### config.mk
export PLATFORM = sky130hd
export DESIGN_NAME = lqhv_queue
export DESIGN_NICKNAME = d
export VERILOG_FILES = /design/src/rtl/core/lqhv_pkg.sv /design/src/rtl/core/lqhv_queue.sv
export SDC_FILE = /design/constraint.sdc
export NUM_CORES = 1
export LEC_CHECK = 0
export ABC_CLOCK_PERIOD_IN_PS = 2300
export BUFFER_PORTS_ARGS = -buffer_cell sky130_fd_sc_hd__buf_2
export CAP_MARGIN = 20
export CELL_PAD_IN_SITES_DETAIL_PLACEMENT = 1
export CELL_PAD_IN_SITES_GLOBAL_PLACEMENT = 2
export CORE_AREA = 2 2 98 100
export CTS_CLUSTER_DIAMETER = 60
export CTS_CLUSTER_SIZE = 14
export DETAILED_ROUTE_END_ITERATION = 16
export DIE_AREA = 0 0 100 102
export PLACE_DENSITY = 0.8
export SLEW_MARGIN = 20
export SYNTH_ARGS = -nofsm -noshare
export SYNTH_HDL_FRONTEND = slang
export SYNTH_SLANG_ARGS = --single-unit
### constraint.sdc
create_clock -name clk_i -period 2.3 [get_ports clk_i]
set_input_delay 0.23 -clock clk_i [delete_from_list [all_inputs] [get_ports clk_i]]
set_output_delay 0.23 -clock clk_i [all_outputs]
set_load 0.1 [all_outputs]
### src/rtl/core/lqhv_pkg.sv
// shared constants, types and helpers for the weighted hv interpolator
package lqhv_pkg;

  localparam int MaxWidth  = 64;
  localparam int MaxHeight = 64;
  localparam int LineRows  = 7;
  localparam int ColW      = 7;
  localparam int RowW      = 7;
  localparam int XW        = $clog2(MaxWidth);
  localparam int LineAddrW = $clog2(LineRows * MaxWidth);
  localparam int DimW      = 7;
  localparam int QDepth    = 4;
  localparam int QPtrW     = $clog2(QDepth);

  // register indexes
  localparam logic [2:0] RegTapsH   = 3'd0;
  localparam logic [2:0] RegTapsV   = 3'd1;
  localparam logic [2:0] RegWeight  = 3'd2;
  localparam logic [2:0] RegOffset  = 3'd3;
  localparam logic [2:0] RegDenom   = 3'd4;
  localparam logic [2:0] RegWidth   = 3'd5;
  localparam logic [2:0] RegHeight  = 3'd6;

  // classified item passed from front to back
  typedef struct packed {
    logic [7:0]    pixel;
    logic          hcalc;
    logic          vcalc;
    logic [XW-1:0] x;
    logic [2:0]    wslot;
    logic [2:0]    rslot;
    logic          row_end;
    logic          block_end;
  } item_t;

  // effective dimension: zero acts as one, clamp to max
  function automatic logic [DimW:0] eff_dim(input logic [DimW-1:0] v,
                                            input logic [DimW:0] mx);
    logic [DimW:0] r;
    begin
      r = {1'b0, v};
      if (v == '0) r = (DimW+1)'(1);
      else if (r > mx) r = mx;
      return r;
    end
  endfunction

endpackage

### src/rtl/core/lqhv_queue.sv
// short item queue between front and back parts
module lqhv_queue (
  input  logic            clk_i,
  input  logic            rst_ni,
  input  logic            flush_i,
  input  logic            push_i,
  input  lqhv_pkg::item_t data_i,
  output logic            full_o,
  output logic            valid_o,
  input  logic            pop_i,
  output lqhv_pkg::item_t data_o
);

  lqhv_pkg::item_t buf_q [lqhv_pkg::QDepth];
  logic [lqhv_pkg::QPtrW-1:0] wp_q, rp_q;
  logic [lqhv_pkg::QPtrW:0]   cnt_q;
  logic do_push, do_pop;

  assign full_o  = (cnt_q == (lqhv_pkg::QPtrW+1)'(lqhv_pkg::QDepth));
  assign valid_o = (cnt_q != '0);
  assign data_o  = buf_q[rp_q];
  assign do_push = push_i && !full_o;
  assign do_pop  = pop_i && valid_o;

  always_ff @(posedge clk_i or negedge rst_ni) begin
    if (!rst_ni) begin
      wp_q <= '0; rp_q <= '0; cnt_q <= '0;
    end else if (flush_i) begin
      wp_q <= '0; rp_q <= '0; cnt_q <= '0;
    end else begin
      if (do_push) wp_q <= wp_q + 1'b1;
      if (do_pop)  rp_q <= rp_q + 1'b1;
      cnt_q <= cnt_q + (lqhv_pkg::QPtrW+1)'(do_push) - (lqhv_pkg::QPtrW+1)'(do_pop);
    end
  end

  always_ff @(posedge clk_i) begin
    if (do_push) buf_q[wp_q] <= data_i;
  end

endmodule

## Yosys cells after proc, flatten, opt, wreduce, memory -nomap -nowiden

Memory sizes are Yosys's and may differ from the RTL's.
Index checks and enable logic that the tools add are counted.

- Add/sub/neg operators: 4
- Multiply operators: 0
- Divide/modulo/power cells: 0
- $lt $le $gt $ge: 0
- Equal/unequal tests: 1
- Shifts and indexed selects: 0
- Multiplexer cells: 7
- Bitwise logic cells: 0
- Reduce and logical (&&, ||, !) cells: 6

Operators with widths:

| kind | number |
|---|---|
| 2-bit 2-to-1 mux | 4 |
| 2-bit by 1-bit adder with 2-bit output, second input constant | 2 |
| 2-bit nonzero test | 2 |
| 3-bit by 1-bit adder with 3-bit output | 1 |
| 3-bit == test, second input constant | 1 |
| 3-bit 2-to-1 mux | 1 |
| 3-bit nonzero test | 1 |
| 3-bit by 1-bit subtractor with 3-bit output | 1 |
| 1-bit logical AND | 2 |
| 1-bit 2-to-1 mux | 2 |
| 1-bit zero test | 1 |

- Register bits: 7
- Bits in latches: 0
- Memory bits (writable): 96
- ROM bits: 0
- Input bits: 29
- Output and inout port bits: 26
- Word-level logic and storage cells: 22
- Memories: 1

Memories:

| name | depth | bits a word | rd ports | clocked after Yosys merged registers in | write ports | RTL line | RTL |
|---|---|---|---|---|---|---|---|
| buf_q | 4 | 24 | 1 | 0 | 1 | lqhv_queue.sv:14 | `lqhv_pkg::item_t buf_q [lqhv_pkg::QDepth];` |

## Depth between registers and ports, before layout

- Depth after elaboration: 6
- Depth in mapped cells: 10
- Gate-level depth less buffers: 10

## Worst setup path after synthesis

Ideal clock, no wire load.

- Path kind: flip-flop to flip-flop
- Start point: register cnt_q[1] in the netlist's numbering
- End point: register cnt_q[2] in the netlist's numbering
- Arrival time: 3.118 ns
- Required time: 2.181 ns
- Path slack: -0.936 ns
- Cell stages (with the launch flop): 11
- Path buffers: 0
- Period minus slack after synthesis: 3.236 ns
- Cell sequence: dfrtp_1 -> nor3b_2 -> nor2_1 -> inv_1 -> ha_1 -> inv_1 -> ha_1 -> inv_1 -> fa_1 -> xnor2_1 -> nor2_1

- Longest elaborated chain between the ends: 6
- Elaborated cells between the ends (all ways): 8
- Those cells by class: 2 x add/sub; 1 x eq/ne; 1 x mux; 4 x reduce/logical

Ends and longest elaborated chain:

| element | RTL line | RTL |
|---|---|---|
| from (decl) | lqhv_queue.sv:16 | `logic [lqhv_pkg::QPtrW:0] cnt_q;` |
| from (signal assigned) | lqhv_queue.sv:33 | `cnt_q <= cnt_q + (lqhv_pkg::QPtrW+1)'(do_push) - (lqhv_pkg::QPtrW+1)'(do_pop);` |
| 3-bit == test | lqhv_queue.sv:19 | `assign full_o = (cnt_q == (lqhv_pkg::QPtrW+1)'(lqhv_pkg::QDepth));` |
| net full_o | lqhv_queue.sv:8 | `output logic full_o,` |
| 1-bit zero test | lqhv_queue.sv:22 | `assign do_push = push_i && !full_o;` |
| 1-bit logical AND | lqhv_queue.sv:22 |  |
| 3-bit by 1-bit adder with 3-bit output | lqhv_queue.sv:33 |  |
| 3-bit by 1-bit subtractor with 3-bit output | lqhv_queue.sv:33 |  |
| 3-bit 2-to-1 mux | lqhv_queue.sv:28 | `end else if (flush_i) begin` |

The timed path passes the listed nets, and every way through them passes these cells.
A chain may end at the register's enable or synchronous reset.

==> summary.md <==
| Metric | Value |
|---|---|
| Worst Path Max Fanout | 26 |
| WP buf/inv | 2 |
| Hold Crit Class | input pin to flop |
| Initial Util | 0.435 |
| Pleak | 0.00172 µW |
| Crit-path max cell delay | 0.59 ns |
| Num CTS Buffers | 9 |
| Hold WS | around 0.074 ns |
| Deepest clock path buffer count | 2 |
| Area added between synthesis and finish | 23.2% |
| Die Wd | ~100 µm |
| Synth warn | 0 |
| Die area | between 0.01 and 0.015 mm² |
| Core area | slightly above 0.009 mm² |
| Post-CTS Resized | 0 |
| Root buffer cell | clkbuf_8 |
| Syn Nets | 206 |
| Placed cell areas | around 0.0047 mm² |
| Initial antenna violation count | 0 |
| Setup violators final | 0 |
| Yosys reg bits | between 100 and 150 |
| Cell total after placement | 340 |
| Worst-path clk slew | 0.11 ns |
| Diodes inserted | 0 |
| Dpl ws | between 0.15 and 0.2 ns |
| Ranking of synthesized cells by area | edfxtp_1, mux4_2, dfrtp_1, mux4_1, ha_1 |
| Num rows | 35 |
| Data required, critical path | 2.07 ns |
| DR pass1 iterations | 4 |
| Routability Congestion | between 0.7 and 0.8 |
| Clock Latency Late Sink | ~0.37 ns |
| Final Critical Period | roughly 2.1 ns |
| Proportion of synthesized chip area in sequential cells | 0.771 |
| Final Hold Fails | 0 |
| Die extent in y | between 100 and 150 µm |
| Max-cap viol count | 0 |
| Mapped Avg Cell Area | between 20 and 25 µm² |
| Max-slew violation count | 0 |
| Final instance area | just under 0.005 mm² |
| Area leader, netlist | edfxtp_1 |
| Data arrival, critical path | 1.91 ns |
| DR vias/cell | around 5.1 |
| CTS tree | built |
| Clock Skew | roughly 0.01 ns |
| CP Launch Type | flop |
| Relative slew slack | 0.670 |
| CP max-delay cell | mux4_1 |
| IO Port Bufs | 54 |
| Status | finished, final reports clean |
| Routed WL per cell | around 19 µm |
| Hold-fix buffers at CTS | 1 |
| Crit path max-delay family | multiplexers |
| CP Capture Type | output pin |
| Number of sinks handled by clock tree synthesis | roughly 100 |
| Pin count of the biggest net entering global routing | 27 |
| RSZ-0062 raised after global routing | false |
| # IOs | between 50 and 60 |
| Fin crit share | 0.930 |
| Post-synthesis cell area | slightly below 0.004 mm² |
| Cells after Synth | 170 |
| Max IR drop VDD | between 0.001 and 0.0015 V |
| H-tree depth | 3 |
| Initial DRC Count | between 40 and 50 |
| Post-CTS Setup Bufs | 0 |
| Fin nets | 277 |
| DRC viols | 0 |
| Util after Layout | 0.536 |
| Final antenna-violating net count | 0 |
| Layout cells sized above 1 | 0.419 |
| Final WL | 6.73 mm |
| Post-DP HPWL | 4.62 mm |
| Share of the synthesized area in the top cell type | 0.727 |
| Via Count | approximately 1800 |
| Gr usage total | 0.143 |
| Total grt overflow | 0 |
| First-pass GRT wire length | about 11 mm |
| CP Cell Sequence | buf_12 > mux4_1 > buf_2 |
| Vias in the first global route | between 2000 and 2500 |
| Least-Margin Pin Slew | between 0.4 and 0.5 ns |
| Pwr Density | 1320 mW/mm² |
| Distinct cells, synth | 23 |
| Kind of critical path | flop to output pin |
| Final instance count without filler cells | roughly 360 |
| Max Fclk | approximately 0.47 GHz |
| Final WS setup | ~0.16 ns |
-- cells by family (layout without fill, tap and decap cells) --
logic type | after synthesis | after routing | synth area share
AO/OA/AOI/OAI | 4 | 4 | 0.00694
XOR/XNOR | 4 | 4 | 0.00884
adder cells (fa/ha/maj) | 7 | 7 | 0.0240
buffers and inverters | 12 | 88 | 0.0224
flip-flops | 103 | 103 | 0.771
multiplexers | 25 | 25 | 0.145
AND/OR/NAND/NOR | 15 | 15 | 0.0221
-- synthesized netlist by cell type --
library cell	instances
edfxtp_1	96
mux4_2	18
dfrtp_1	7
ha_1	6
inv_1	6
mux4_1	6
nor2_1	5
and2_1	4
buf_2	3
buf_12	2
nand2b_1	2
or3_1	2
xnor2_1	2
xor2_1	2
a21oi_1	1
buf_6	1
fa_1	1
mux2i_1	1
nor2b_1	1
nor3b_2	1
o21ai_0	1
o311ai_0	1
o31a_1	1
-- per-stage QoR --
stage / total power (µW) / setup TNS [ns]
2_1_floorplan: 4570 / -0.656
3_3_place_gp: 5410 / 0
3_5_place_dp: 5450 / 0
4_1_cts: 6510 / 0
5_1_grt: 6670 / 0
6_report: 6430 / 0
-- routing by layer --
metal	wire length, µm	vias up	share of wire	GRT usage
met5	0	-	0	0
met4	77	0	0.011	0.0379
met3	333	7	0.049	0.0486
met2	3520	46	0.52	0.254
met1	2800	938	0.42	0.168
li1	-	834	-	-
-- state kept, by name (all words and copies together) (netlist names) --
register  flops
wp_q          2
rp_q          2
buf_q        96
cnt_q         3
-- worst register-to-register path, cell delays in order (launching register included) --
cell and delay (ns):
dfrtp_1 0.45, nor3b_4 0.18, nor2_2 0.21, inv_1 0.07, ha_1 0.27, inv_1 0.05, ha_1 0.13, inv_1 0.05
fa_1 0.37, xnor2_1 0.16, nor2_1 0.05
-- cell usage in the layout (no fill, tap or decap), drive strengths merged --
| cell | count |
|---|---|
| nor2 | 5 |
| o311ai | 1 |
| inv | 9 |
| ha | 6 |
| clkinvlp | 2 |
| xor2 | 2 |
| nor3b | 1 |
| and2 | 4 |
| nand2b | 2 |
| o31a | 1 |
| nor2b | 1 |
| dlygate4sd3 | 1 |
| o21ai | 1 |
| xnor2 | 2 |
| edfxtp | 96 |
| clkinv | 1 |
| clkbuf | 10 |
| or3 | 2 |
| dfrtp | 7 |
| a21oi | 1 |
| mux4 | 24 |
| buf | 65 |
| fa | 1 |
| mux2i | 1 |
-- power breakdown --
group	switching (µW)	leakage (µW)	total, µW	internal (µW)
Clock	624	0.0000914	1060	440
Sequential	90.1	0.000970	2340	2250
Combinational	2020	0.000662	3020	1000
Total	2740	0.00172	6430	3700
-- layout make-up --
cell class	instances	area, µm²
sequential	103	3060
timing repair buffer	66	646
tap	111	139
inverter	6	22.5
clock buffer	10	138
clock inverter	6	52.6
fill	812	4220
multi-input combinational	55	827
-- path summary, 6_finish.rpt --
check | start | end | slack [ns] | depth (start not counted)
worst min-delay path | data_i[18] | buf_q[0][18] | 0.07 | 1
max in group asynchronous | rst_ni | cnt_q[1] | 1.91 | 2
min in group asynchronous | rst_ni | rp_q[0] | 0.21 | 2
worst max register to register | cnt_q[2] | cnt_q[2] | 0.20 | 10
worst min register to register | wp_q[1] | wp_q[1] | 0.60 | 2
worst max-delay path | rp_q[0] | data_o[1] | 0.16 | 3
Power figures use the tool's default switching activity.
