<file path="config.mk">
export PLATFORM = sky130hd
export DESIGN_NAME = lqhv_front
export DESIGN_NICKNAME = d
export VERILOG_FILES = /design/src/rtl/core/lqhv_pkg.sv /design/src/rtl/core/lqhv_front.sv
export SDC_FILE = /design/constraint.sdc
export NUM_CORES = 1
export LEC_CHECK = 0
export BUFFER_PORTS_ARGS = -buffer_cell sky130_fd_sc_hd__buf_2
export CAP_MARGIN = 25
export CORE_MARGIN = 3
export CORE_UTILIZATION = 40
export CTS_CLUSTER_DIAMETER = 200
export DETAILED_ROUTE_END_ITERATION = 16
export PLACE_DENSITY = 0.61
export SYNTH_ARGS = -nofsm -noshare
export SYNTH_HDL_FRONTEND = slang
export SYNTH_SLANG_ARGS = --single-unit
</file>
<file path="constraint.sdc">
create_clock -name clk_i -period 5 [get_ports clk_i]
set_input_delay 1 -clock clk_i [delete_from_list [all_inputs] [get_ports clk_i]]
set_output_delay 1 -clock clk_i [all_outputs]
set_load 0.005 [all_outputs]
</file>
<file path="src/rtl/core/lqhv_pkg.sv">
// shared constants, types and helpers for the weighted hv interpolator
package lqhv_pkg;

  localparam int MaxWidth  = 64;
  localparam int MaxHeight = 64;
  localparam int LineRows  = 7;
  localparam int ColW      = 7;
  localparam int RowW      = 7;
  localparam int XW        = $clog2(MaxWidth);
  localparam int LineAddrW = $clog2(LineRows * MaxWidth);
  localparam int DimW      = 7;
  localparam int QDepth    = 4;
  localparam int QPtrW     = $clog2(QDepth);

  // register indexes
  localparam logic [2:0] RegTapsH   = 3'd0;
  localparam logic [2:0] RegTapsV   = 3'd1;
  localparam logic [2:0] RegWeight  = 3'd2;
  localparam logic [2:0] RegOffset  = 3'd3;
  localparam logic [2:0] RegDenom   = 3'd4;
  localparam logic [2:0] RegWidth   = 3'd5;
  localparam logic [2:0] RegHeight  = 3'd6;

  // classified item passed from front to back
  typedef struct packed {
    logic [7:0]    pixel;
    logic          hcalc;
    logic          vcalc;
    logic [XW-1:0] x;
    logic [2:0]    wslot;
    logic [2:0]    rslot;
    logic          row_end;
    logic          block_end;
  } item_t;

  // effective dimension: zero acts as one, clamp to max
  function automatic logic [DimW:0] eff_dim(input logic [DimW-1:0] v,
                                            input logic [DimW:0] mx);
    logic [DimW:0] r;
    begin
      r = {1'b0, v};
      if (v == '0) r = (DimW+1)'(1);
      else if (r > mx) r = mx;
      return r;
    end
  endfunction

endpackage

</file>
<file path="src/rtl/core/lqhv_front.sv">
// front part: window position tracking and item classification
module lqhv_front (
  input  logic                   clk_i,
  input  logic                   rst_ni,
  input  logic                   in_valid_i,
  input  logic [7:0]             pixel_i,
  input  logic                   restart_i,
  input  logic [lqhv_pkg::DimW-1:0] width_i,
  input  logic [lqhv_pkg::DimW-1:0] height_i,
  output lqhv_pkg::item_t        item_o
);

  logic [lqhv_pkg::DimW:0] w, h;
  logic [lqhv_pkg::ColW:0] col_q, col_d;
  logic [lqhv_pkg::RowW:0] row_q, row_d;
  logic [2:0]              wslot_q, wslot_d;
  logic [2:0]              rslot_q, rslot_d;
  logic [lqhv_pkg::ColW:0] x_full;

  assign w = lqhv_pkg::eff_dim(width_i, (lqhv_pkg::DimW+1)'(lqhv_pkg::MaxWidth));
  assign h = lqhv_pkg::eff_dim(height_i, (lqhv_pkg::DimW+1)'(lqhv_pkg::MaxHeight));
  assign x_full = col_q - (lqhv_pkg::ColW+1)'(7);

  // classify the current pixel
  always_comb begin
    item_o.pixel     = pixel_i;
    item_o.hcalc     = (col_q >= 8'd7) && (col_q < 8'(w) + 8'd7) && (row_q < 8'(h) + 8'd7);
    item_o.vcalc     = item_o.hcalc && (row_q >= 8'd7);
    item_o.x         = x_full[lqhv_pkg::XW-1:0];
    item_o.wslot     = wslot_q;
    item_o.rslot     = rslot_q;
    item_o.row_end   = (x_full == 8'(w) - 8'd1);
    item_o.block_end = item_o.row_end && (row_q == 8'(h) + 8'd6);
  end

  // position counters; slot of row r mod 7, read base of row r-7 is also r mod 7
  always_comb begin
    col_d = col_q; row_d = row_q; wslot_d = wslot_q; rslot_d = rslot_q;
    if (restart_i) begin
      col_d = '0; row_d = '0; wslot_d = 3'd0; rslot_d = 3'd0;
    end else if (in_valid_i) begin
      col_d = col_q + 8'd1;
      if (col_d >= 8'(w) + 8'd7) begin
        col_d = '0;
        row_d = row_q + 8'd1;
        wslot_d = (wslot_q == 3'd6) ? 3'd0 : wslot_q + 3'd1;
        rslot_d = (rslot_q == 3'd6) ? 3'd0 : rslot_q + 3'd1;
        if (row_d >= 8'(h) + 8'd7) begin
          row_d = '0; wslot_d = 3'd0; rslot_d = 3'd0;
        end
      end
    end
  end

  always_ff @(posedge clk_i or negedge rst_ni) begin
    if (!rst_ni) begin
      col_q <= '0; row_q <= '0; wslot_q <= 3'd0; rslot_q <= 3'd0;
    end else begin
      col_q <= col_d; row_q <= row_d; wslot_q <= wslot_d; rslot_q <= rslot_d;
    end
  end

endmodule

</file>
### After elaboration in Yosys (flattened, before gate mapping)

Cells that the tools add are included.
Widths: inputs -> output; s select.

| storage, ports and cells | value |
|---|---|
| register bits | 22 |
| bits of input ports | 26 |
| logic and storage cells | 55 |

| operators by class | value |
|---|---|
| add/sub/neg operators | 9 |
| $lt $le $gt $ge | 8 |
| equality and inequality tests | 4 |
| mux-type cells | 21 |
| reductions and logical operators | 9 |

Operators with widths:

| kind | number |
|---|---|
| $mux 8 | 8 |
| $mux 3 | 10 |
| $add 8x3->8 const B | 3 |
| $mux 7 | 3 |
| $add 8x1->8 const B | 2 |
| $eq 8x8->1 | 2 |
| $ge 8x3->1 const B | 2 |
| $ge 8x8->1 | 2 |
| $lt 8x8->1 | 2 |
| $gt 7x7->1 const B | 2 |
| $logic_not 7->1 | 2 |
| $sub 8x1->8 const B | 1 |
| $sub 8x3->8 const B | 1 |
| $add 3x1->3 const B | 2 |
| $eq 3x3->1 const B | 2 |
| $logic_and 1x1->1 | 4 |
| $reduce_bool 2->1 | 2 |
| $reduce_and 2->1 | 1 |

### Longest topological paths before layout

Gate-level depths: netlist of the first run.

| depth | value |
|---|---|
| depth in word-level cells | 9 |
| mapped depth | 17 |
| mapped depth without buffers | 15 |

### Least setup slack after synthesis of the first run

OpenSTA, ideal clock, no wires.

| timing path | value |
|---|---|
| kind | input -> output |
| start point | input port height_i[4] (netlist bit) |
| end point | output port item_o[14] (netlist bit) |
| arrival | 3865 ps |
| slack | 135 ps |
| stages on the path | 15 |
| path buffers | 1 |
| cells stage by stage | clkbuf_1 > nor2_1 > and3_1 > o21ai_0 > ha_1 > nand2b_1 > nand2_1 > xnor2_1 > nand2_1 > ha_1 > a2111oi_0 > a21oi_1 > maj3_1 > a221oi_1 > a21boi_0 |

RTL lines:

| what | RTL line | text |
|---|---|---|
| start: declaration | lqhv_front.sv:9 | `input logic [lqhv_pkg::DimW-1:0] height_i,` |
| end: declaration | lqhv_front.sv:10 | `output lqhv_pkg::item_t item_o` |

==> impl_metrics.toml, run 1 <==
[run_status]
status = "complete, no violations"

[critical_path]
critPathCaptureType = "output pin"
start_kind = "input port"
r2r-start = "col_q[2]$_DFFE_PN0P_"
r2r_cells = 10
required_ns = 4.00
cp-startpoint = "width_i[2]"
crit_path_end = "item_o[14]"
cp_max_fo = 2
rrSetupSlack_ns = 1.37
critical_path_class = "in -> out"
timing.rr.end = "row_q[4]$_DFFE_PN0P_"
crit_arrival_ns = 3.82

[timing]
setup_ws_ns = 0.180
max_freq_mhz = 207
slew-limit-headroom_pct = 60.5
worstMarginPinSlew_ns = 0.592
finClkSkew_ns = 0.00769
min_period_ns = 4.82
hold_viol = 0
post-route-period-util_pct = 96.4
drv_slew = 0
final-setup-viol-count = 0

[final_layout]
drive_above_1_share_pct = 22.3
final_nets = 429
stdcell_count = 444
num-fill-cells = 647
seqCellArea_um2 = 551
syn2layout_area_growth_pct = 17.2
multi_input_area_um2 = 2010
n_antenna_cell = 0
final_cell_area_um2 = 3130

[routing]
drt_iter0_markers = 95
routedWlPerCell_um = 14.9
vias = 2541
wl_met2_um = 3100
highest_layer = "met4"
drt.antenna.violating_nets = 0
via_per_inst = 5.72
wirelength_um = 6610
post-route-drc-count = 0
m1WireLength_um = 3290
dr_wl_met3_um = 168
first_pass_iters = 4

[pwr]
seq_power_share_pct = 36.5
power.total_mw = 0.611
p_int_mw = 0.390
switching_share_pct = 36.1
combPwrFrac_pct = 42.3
ir_worst_vdd_uv = 169
power_density_nw_per_um2 = 195
p_sw_mw = 0.221
p_clk_share_pct = 21.2
p_leak_nw = 1.51

[global_route]
antenna_found_initial = 0
grt_max_degree = 23
track_usage_pct = 17.9
grt_pass1_vias = 2456
grt.overflow.total = 0
grt_first_pass_wirelength_um = 11300

[min_path]
min-delay-start = "rslot_q[2]$_DFFE_PN0P_"
hold_class = "reg -> reg"

[logic_synthesis]
yosysTopAreaCell = "dfrtp_1"
synth_cells = 325
synth_area_leaders = "dfrtp_1 (21%), ha_1 (16%), nand2_1 (4.9%)"
syn_area_per_cell_um2 = 8.22
synth-warning-count = 0
ys.flop_type = "dfrtp_1"
syn_area_um2 = 2670
synth_edf_count = 0
netlist.area_leader.share_pct = 20.6
ys_seq_area_share_pct = 20.6
yosysUniqueCellTypes = 60
async_flop_share_pct = 100
ys_ff_latch = 22
synth_common_cells = "ha_1 (35), nand2_1 (35), dfrtp_1 (22)"

[place]
dp_cells = 439
place_ws_ns = -0.0359
place_congestion = 0.805
portBuffers = 33
placed_area_um2 = 2990
dp_hpwl_um = 5190

[cts]
cts_buffers = 3
h-tree-depth = 1
cts_sinks = 22
clockBufferDepth = 2
cts-root-buf = "clkbuf_8"
path_clk_slew_ns = 0.08
cts_tree = "done"
clock_latency_ns = 0.27
ctsHoldBuffers = 0

[floorplanning]
start_util_pct = 41.6
io_pins = 50
dieArea_um2 = 7690
die_h_um = 87.7
num_rows = 29
die-width_um = 87.7
core_um2 = 6420

[flow_run]
max_cap_violations = 0
## placed cells by master, fill, tap and decap left out, types with 6 or more instances in the layout
cell type   n
dfrtp_1    22
ha_1       33
a22o_1     10
or3_1       6
buf_4      26
inv_1      14
xor2_1     10
buf_2      33
nand2_1    35
nand3_1    10
nor2b_1    10
nor2_1     12
a21oi_1    13
o211ai_1    8
xnor2_1    14
o21ai_0    14
o21a_1      6
## what timing repair did
| item | CTS | global route |
|---|---|---|
| gates resized for setup | 2 | 16 |
| cloned | 0 | 0 |
| pin swaps | 0 | 4 |
| buffers inserted | 0 | 1 |
| endpoints found under the setup margin | 1 | 2 |
## registers in the layout, indices dropped and copies added, names as in the netlist
signal	cells
col_q	8
row_q	8
rslot_q	3
wslot_q	3
## through the flow
step	utilization (%)	hold slack (ns)	setup TNS [ns]
finish	48.7	0.574	0
global route	48.7	0.608	-0.0281
CTS	47.6	0.576	0
detailed placement	46.6	0.554	-0.0359
global placement	46.6	0.541	0
floorplan	-	0.522	0
## how the worst min path moves through the flow
stage                              to  cells after the start  slack (ns)
5_1_grt        wslot_q[2]$_DFFE_PN0P_                      1        0.61
3_3_place_gp   rslot_q[2]$_DFFE_PN0P_                      1        0.54
4_1_cts        wslot_q[2]$_DFFE_PN0P_                      1        0.58
6_report       rslot_q[2]$_DFFE_PN0P_                      1        0.57
2_1_floorplan    col_q[1]$_DFFE_PN0P_                      2        0.52
3_5_place_dp   wslot_q[2]$_DFFE_PN0P_                      1        0.55
## cell type report
| cell class | count | area share (%) |
|---|---|---|
| flip-flops and latches | 22 | 17.6 |
| inverters | 14 | 1.68 |
| multi-input cells | 268 | 64.4 |
| repair buffers | 59 | 11.5 |
| clock buffers | 4 | 1.76 |
| well taps | 77 | 3.08 |
## metal layers
metal  vias to the layer above  global-route usage, %
met1                      1219                   25.1
met3                         5                   1.13
met5                         -                      0
li1                       1284                      -
met4                         0                   4.04
met2                        33                   30.1
## power groups by stage
stage,Sequential (mW),Clock (mW),Combinational [mW]
finish,0.223,0.129,0.259
global route,0.228,0.140,0.294
CTS,0.223,0.134,0.253
detailed placement,0.226,0,0.251
global placement,0.225,0,0.247
floorplan,0.211,0,0.184
## cell families after synthesis
family,share of synthesized area (%)
AO/OA/AOI/OAI,26.3
multiplexers,0.797
XOR/XNOR,8.20
adder cells (fa/ha/maj),16.8
flip-flops,20.6
buffers and inverters,7.08
other,0.140
AND/OR/NAND/NOR,20.1
## worst max-delay path, stage by stage
cell       delay (ns)
buf_2            0.10
or3_1            0.39
nor3_2           0.16
o21ai_2          0.09
ha_2             0.18
nand2b_1         0.09
nand2_1          0.07
xnor2_1          0.14
nand2_1          0.10
ha_2             0.21
a2111oi_4        0.30
a221o_1          0.19
o21ai_0          0.10
a221oi_2         0.25
buf_4            0.15
a21boi_0         0.15
buf_2            0.13
Note: power is estimated with default switching activity, not from simulation.
==> inputs of run 2 (changes only) <==
CORE_ASPECT_RATIO = 1.4   (was unset)
==> impl_metrics.toml, run 2 (same netlist as run 1, synthesis figures left out) <==
[final_layout]
multi_input_area_um2 = 1970
seqCellArea_um2 = 551
layout_common_cells = "nand2_1 (35), ha_1 (34), buf_2 (33)"
final_cell_area_um2 = 3070
stdcell_count = 435
final_nets = 425
final_common_cell = "nand2_1"
top_regs = "col_q: 8 flops, row_q: 8 flops"
n_antenna_cell = 0
fin_util_pct = 48.4
syn2layout_area_growth_pct = 14.9
drive_above_1_share_pct = 20.1
num-fill-cells = 617

[timing]
hold_viol = 0
max_freq_mhz = 211
setup_ws_ns = 0.252
finClkSkew_ns = 0.00463
drv_slew = 0
min_period_ns = 4.75
slew-limit-headroom_pct = 59.8
final-setup-viol-count = 0
worstMarginPinSlew_ns = 0.603
post-route-period-util_pct = 95.0

[place]
place_congestion = 0.874
dp_hpwl_um = 5390
placed_area_um2 = 2970
place_ws_ns = -0.0902
dp_cells = 431
portBuffers = 33

[routing]
first_pass_iters = 4
vias = 2564
drt.antenna.violating_nets = 0
via_per_inst = 5.89
routedWlPerCell_um = 15.8
post-route-drc-count = 0
drt_iter0_markers = 110
wirelength_um = 6890

[global_route]
grt_pass1_vias = 2497
grt_first_pass_wirelength_um = 11400
grt.overflow.total = 0
grt_max_degree = 23
antenna_found_initial = 0
track_usage_pct = 18.8

[pwr]
ir_worst_vdd_uv = 110
power_density_nw_per_um2 = 212
p_leak_nw = 1.48

[floorplanning]
io_pins = 50
core_um2 = 6340
num_rows = 34
dieArea_um2 = 7710
start_util_pct = 42.1
die_h_um = 103
die-width_um = 75.1

[critical_path]
required_ns = 4.00
critPathCaptureType = "output pin"
start_kind = "input port"
crit_arrival_ns = 3.75
critical_path_class = "in -> out"
cp_max_fo = 5

[cts]
path_clk_slew_ns = 0.08
cts_sinks = 22
cts_tree = "done"
clock_latency_ns = 0.27
clockBufferDepth = 2
h-tree-depth = 1
cts-root-buf = "clkbuf_8"
cts_buffers = 3

[run_status]
status = "complete, no violations"

[flow_run]
max_cap_violations = 0

[min_path]
hold_class = "reg -> reg"
-- run 2: through the flow --
stage          TNS (ns)  power [mW]  hold slack (ns)
6_report              0       0.649            0.568
3_3_place_gp   -0.00200       0.474            0.544
3_5_place_dp    -0.0902       0.479            0.555
4_1_cts               0       0.648            0.573
5_1_grt        -0.00334       0.697            0.584
2_1_floorplan         0       0.395            0.522
-- run 2: critical path, stage by stage --
cell and delay [ns]:
buf_2 0.10, or3_1 0.38, nor3_1 0.14, o21ai_1 0.11, ha_1 0.21, buf_4 0.15, xnor2_1 0.18, ha_1 0.23
a2111oi_2 0.30, a221o_1 0.18, o21ai_0 0.10, a221oi_2 0.31, a21boi_2 0.22, buf_2 0.13
-- run 2: layout make-up --
cell class / instances / share of cell area, %
clock inverters: 1 / 0.979
well taps: 72 / 2.94
inverters: 14 / 1.71
clock buffers: 3 / 1.35
repair buffers: 55 / 10.8
flip-flops and latches: 22 / 18.0
multi-input cells: 268 / 64.3
-- run 2: metal layers --
layer / share of wire (%) / track usage, % / vias up / wire length [um]
met3: 3.2 / 2.34 / 18 / 223
met5: 0 / 0 / - / 0
met4: 3.4 / 8.36 / 0 / 233
met1: 40 / 21.4 / 1216 / 2790
li1: - / - / 1276 / -
met2: 53 / 34.0 / 54 / 3650
-- run 2: timing repair --
item / 4_1_cts / 5_1_grt
hold buffers: 0 / 0
pin swaps: 1 / 2
gates resized for setup: 4 / 7
cloned: 0 / 0
setup buffers: 0 / 0
setup endpoints to repair: 1 / 2
-- run 2: report_power, final --
part	switching, mW	leakage, nW	internal [mW]	total, mW
sequential	0.0321	0.300	0.193	0.225
clock	0.0620	0.0357	0.107	0.169
combinational	0.132	1.15	0.124	0.255
total	0.226	1.48	0.424	0.649
-- run 2: final timing paths --
check,startpoint,cells past startpoint,slack (ns),to
worst max register to register,col_q[2]$_DFFE_PN0P_,10,1.42,row_q[2]$_DFFE_PN0P_
worst max-delay path,width_i[2],14,0.25,item_o[14]
worst min-delay path,wslot_q[2]$_DFFE_PN0P_,1,0.57,wslot_q[2]$_DFFE_PN0P_
worst min register to register,wslot_q[2]$_DFFE_PN0P_,1,0.57,wslot_q[2]$_DFFE_PN0P_
min in group asynchronous,rst_ni,1,0.69,row_q[0]$_DFFE_PN0P_
max in group asynchronous,rst_ni,1,3.96,col_q[4]$_DFFE_PN0P_
==> inputs of run 3 (changes only) <==
CAP_MARGIN = unset   (was 25)
clock period = 4.9 ns   (was 5 ns; I/O delays follow)
==> impl_metrics.toml, run 3 (same netlist as run 1, synthesis figures left out) <==
[floorplanning]
num_rows = 34
dieArea_um2 = 7710
die_h_um = 103
die-width_um = 75.1
start_util_pct = 42.1
core_um2 = 6340
io_pins = 50

[critical_path]
critical_path_class = "in -> out"
max_stage_delay_ns = 0.38
cp_cell_sequence = "buf_2 -> inv_1 -> nand2_1 -> ha_1 -> inv_1 -> o31ai_2 -> buf_4 -> xnor2_1 -> ha_1 -> a2111oi_2 -> a21oi_1 -> maj3_1 -> a221oi_2 -> a21boi_2 -> buf_2"
critPathCaptureType = "output pin"
start_kind = "input port"
timing.rr.end = "row_q[0]$_DFFE_PN0P_"
r2r-start = "col_q[2]$_DFFE_PN0P_"
r2r_cells = 10
rrSetupSlack_ns = 1.34
critPathSlowestCell = "maj3_1"
required_ns = 3.92
cp_max_fo = 3
crit_arrival_ns = 3.77

[final_layout]
num-fill-cells = 615
drive_above_1_share_pct = 22.3
syn2layout_area_growth_pct = 16.9
layout_common_cells = "nand2_1 (35), ha_1 (33), buf_2 (33)"
top_regs = "col_q: 8 flops, row_q: 8 flops"
fin_util_pct = 49.2
final_nets = 430
n_antenna_cell = 0
final_common_cell = "nand2_1"

[timing]
slew-limit-headroom_pct = 59.8
final-setup-viol-count = 0
post-route-period-util_pct = 96.9
min_period_ns = 4.75
drv_slew = 0
hold_viol = 0
max_freq_mhz = 211
setup_ws_ns = 0.154
worstMarginPinSlew_ns = 0.602
finClkSkew_ns = 0.00754

[routing]
routedWlPerCell_um = 15.6
post-route-drc-count = 0
drt.antenna.violating_nets = 0
vias = 2591
first_pass_iters = 4
via_per_inst = 5.89
drt_iter0_markers = 90
wirelength_um = 6850

[min_path]
hold_path_end = "wslot_q[2]$_DFFE_PN0P_"
min-delay-start = "wslot_q[2]$_DFFE_PN0P_"
hold_class = "reg -> reg"
min_path_cells = 1

[flow_run]
max_cap_violations = 0

[cts]
cts_tree = "done"
cts-root-buf = "clkbuf_8"
h-tree-depth = 1
ctsHoldBuffers = 0
path_clk_slew_ns = 0.08
clockBufferDepth = 2
cts_buffers = 3
clock_latency_ns = 0.27
cts_sinks = 22

[pwr]
ir_worst_vdd_uv = 146
p_leak_nw = 1.51
power_density_nw_per_um2 = 212

[global_route]
antenna_found_initial = 0
grt_max_degree = 23
grt_pass1_vias = 2517
grt_first_pass_wirelength_um = 11400
track_usage_pct = 18.5
grt.overflow.total = 0

[place]
place_ws_ns = -0.0806
portBuffers = 33
place_congestion = 0.882
dp_hpwl_um = 5430

[run_status]
status = "complete, no violations"
[run 3: cell types whose count changed in the layout (fill, tap and decap cells not counted), sizes merged]
cell  delta
buf      +5
[run 3: cell type report]
| class | instances | area (um^2) | area share, % |
|---|---|---|---|
| flip-flops and latches | 22 | 551 | 17.6 |
| clock buffers | 3 | 41.3 | 1.32 |
| repair buffers | 60 | 368 | 11.8 |
| inverters | 14 | 52.6 | 1.68 |
| multi-input cells | 268 | 1990 | 63.7 |
| well taps | 72 | 90.1 | 2.89 |
| clock inverters | 1 | 30.0 | 0.962 |
[run 3: what timing repair did]
action                                  CTS  global route
pin swaps                                 1             2
buffers inserted                          0             1
resized for setup                         5            10
endpoints found under the setup margin    1             2
[run 3: metrics by stage]
| step | std cells | area [um^2] | setup TNS, ns | hold slack [ns] | power (mW) |
|---|---|---|---|---|---|
| after floorplan | 328 | 2680 | 0 | 0.522 | 0.403 |
| after global placement | 435 | 3000 | -0.0430 | 0.544 | 0.486 |
| after detailed placement | 435 | 3000 | -0.0806 | 0.556 | 0.489 |
| after CTS | 439 | 3070 | 0 | 0.581 | 0.662 |
| after global routing | 440 | 3120 | -0.0459 | 0.600 | 0.712 |
| final | 440 | 3120 | 0 | 0.575 | 0.663 |
[run 3: critical path, delay by kind of cell]
| kind | cells | cell delay (ns) |
|---|---|---|
| buf+inv | 5 | 0.49 |
| simple gates | 1 | 0.11 |
| fa+ha+maj | 3 | 0.83 |
| xor+xnor | 1 | 0.13 |
| compound gates | 5 | 1.24 |
[run 3: routing by layer]
| layer | share of wire (%) | global-route usage (%) | up-vias | wire length, um |
|---|---|---|---|---|
| met5 | 0 | 0 | - | 0 |
| met4 | 2.9 | 6.85 | 0 | 197 |
| met3 | 2.2 | 1.46 | 15 | 150 |
| met2 | 53 | 33.8 | 46 | 3650 |
| met1 | 42 | 22.0 | 1249 | 2850 |
| li1 | - | - | 1281 | - |
[run 3: how the worst max path moves through the flow]
stage | startpoint | end | slack [ns] | depth (start not counted)
floorplan | height_i[4] | item_o[14] | 0.07 | 15
detailed placement | width_i[2] | item_o[14] | -0.08 | 16
CTS | width_i[2] | item_o[14] | 0.008 | 16
finish | height_i[6] | item_o[14] | 0.15 | 15
global route | height_i[6] | item_o[14] | -0.05 | 15
global placement | height_i[1] | item_o[14] | -0.04 | 16
[run 3: report_power, final]
part           internal [mW]  switching, mW
clock                  0.109         0.0607
combinational          0.130          0.135
sequential             0.197         0.0322
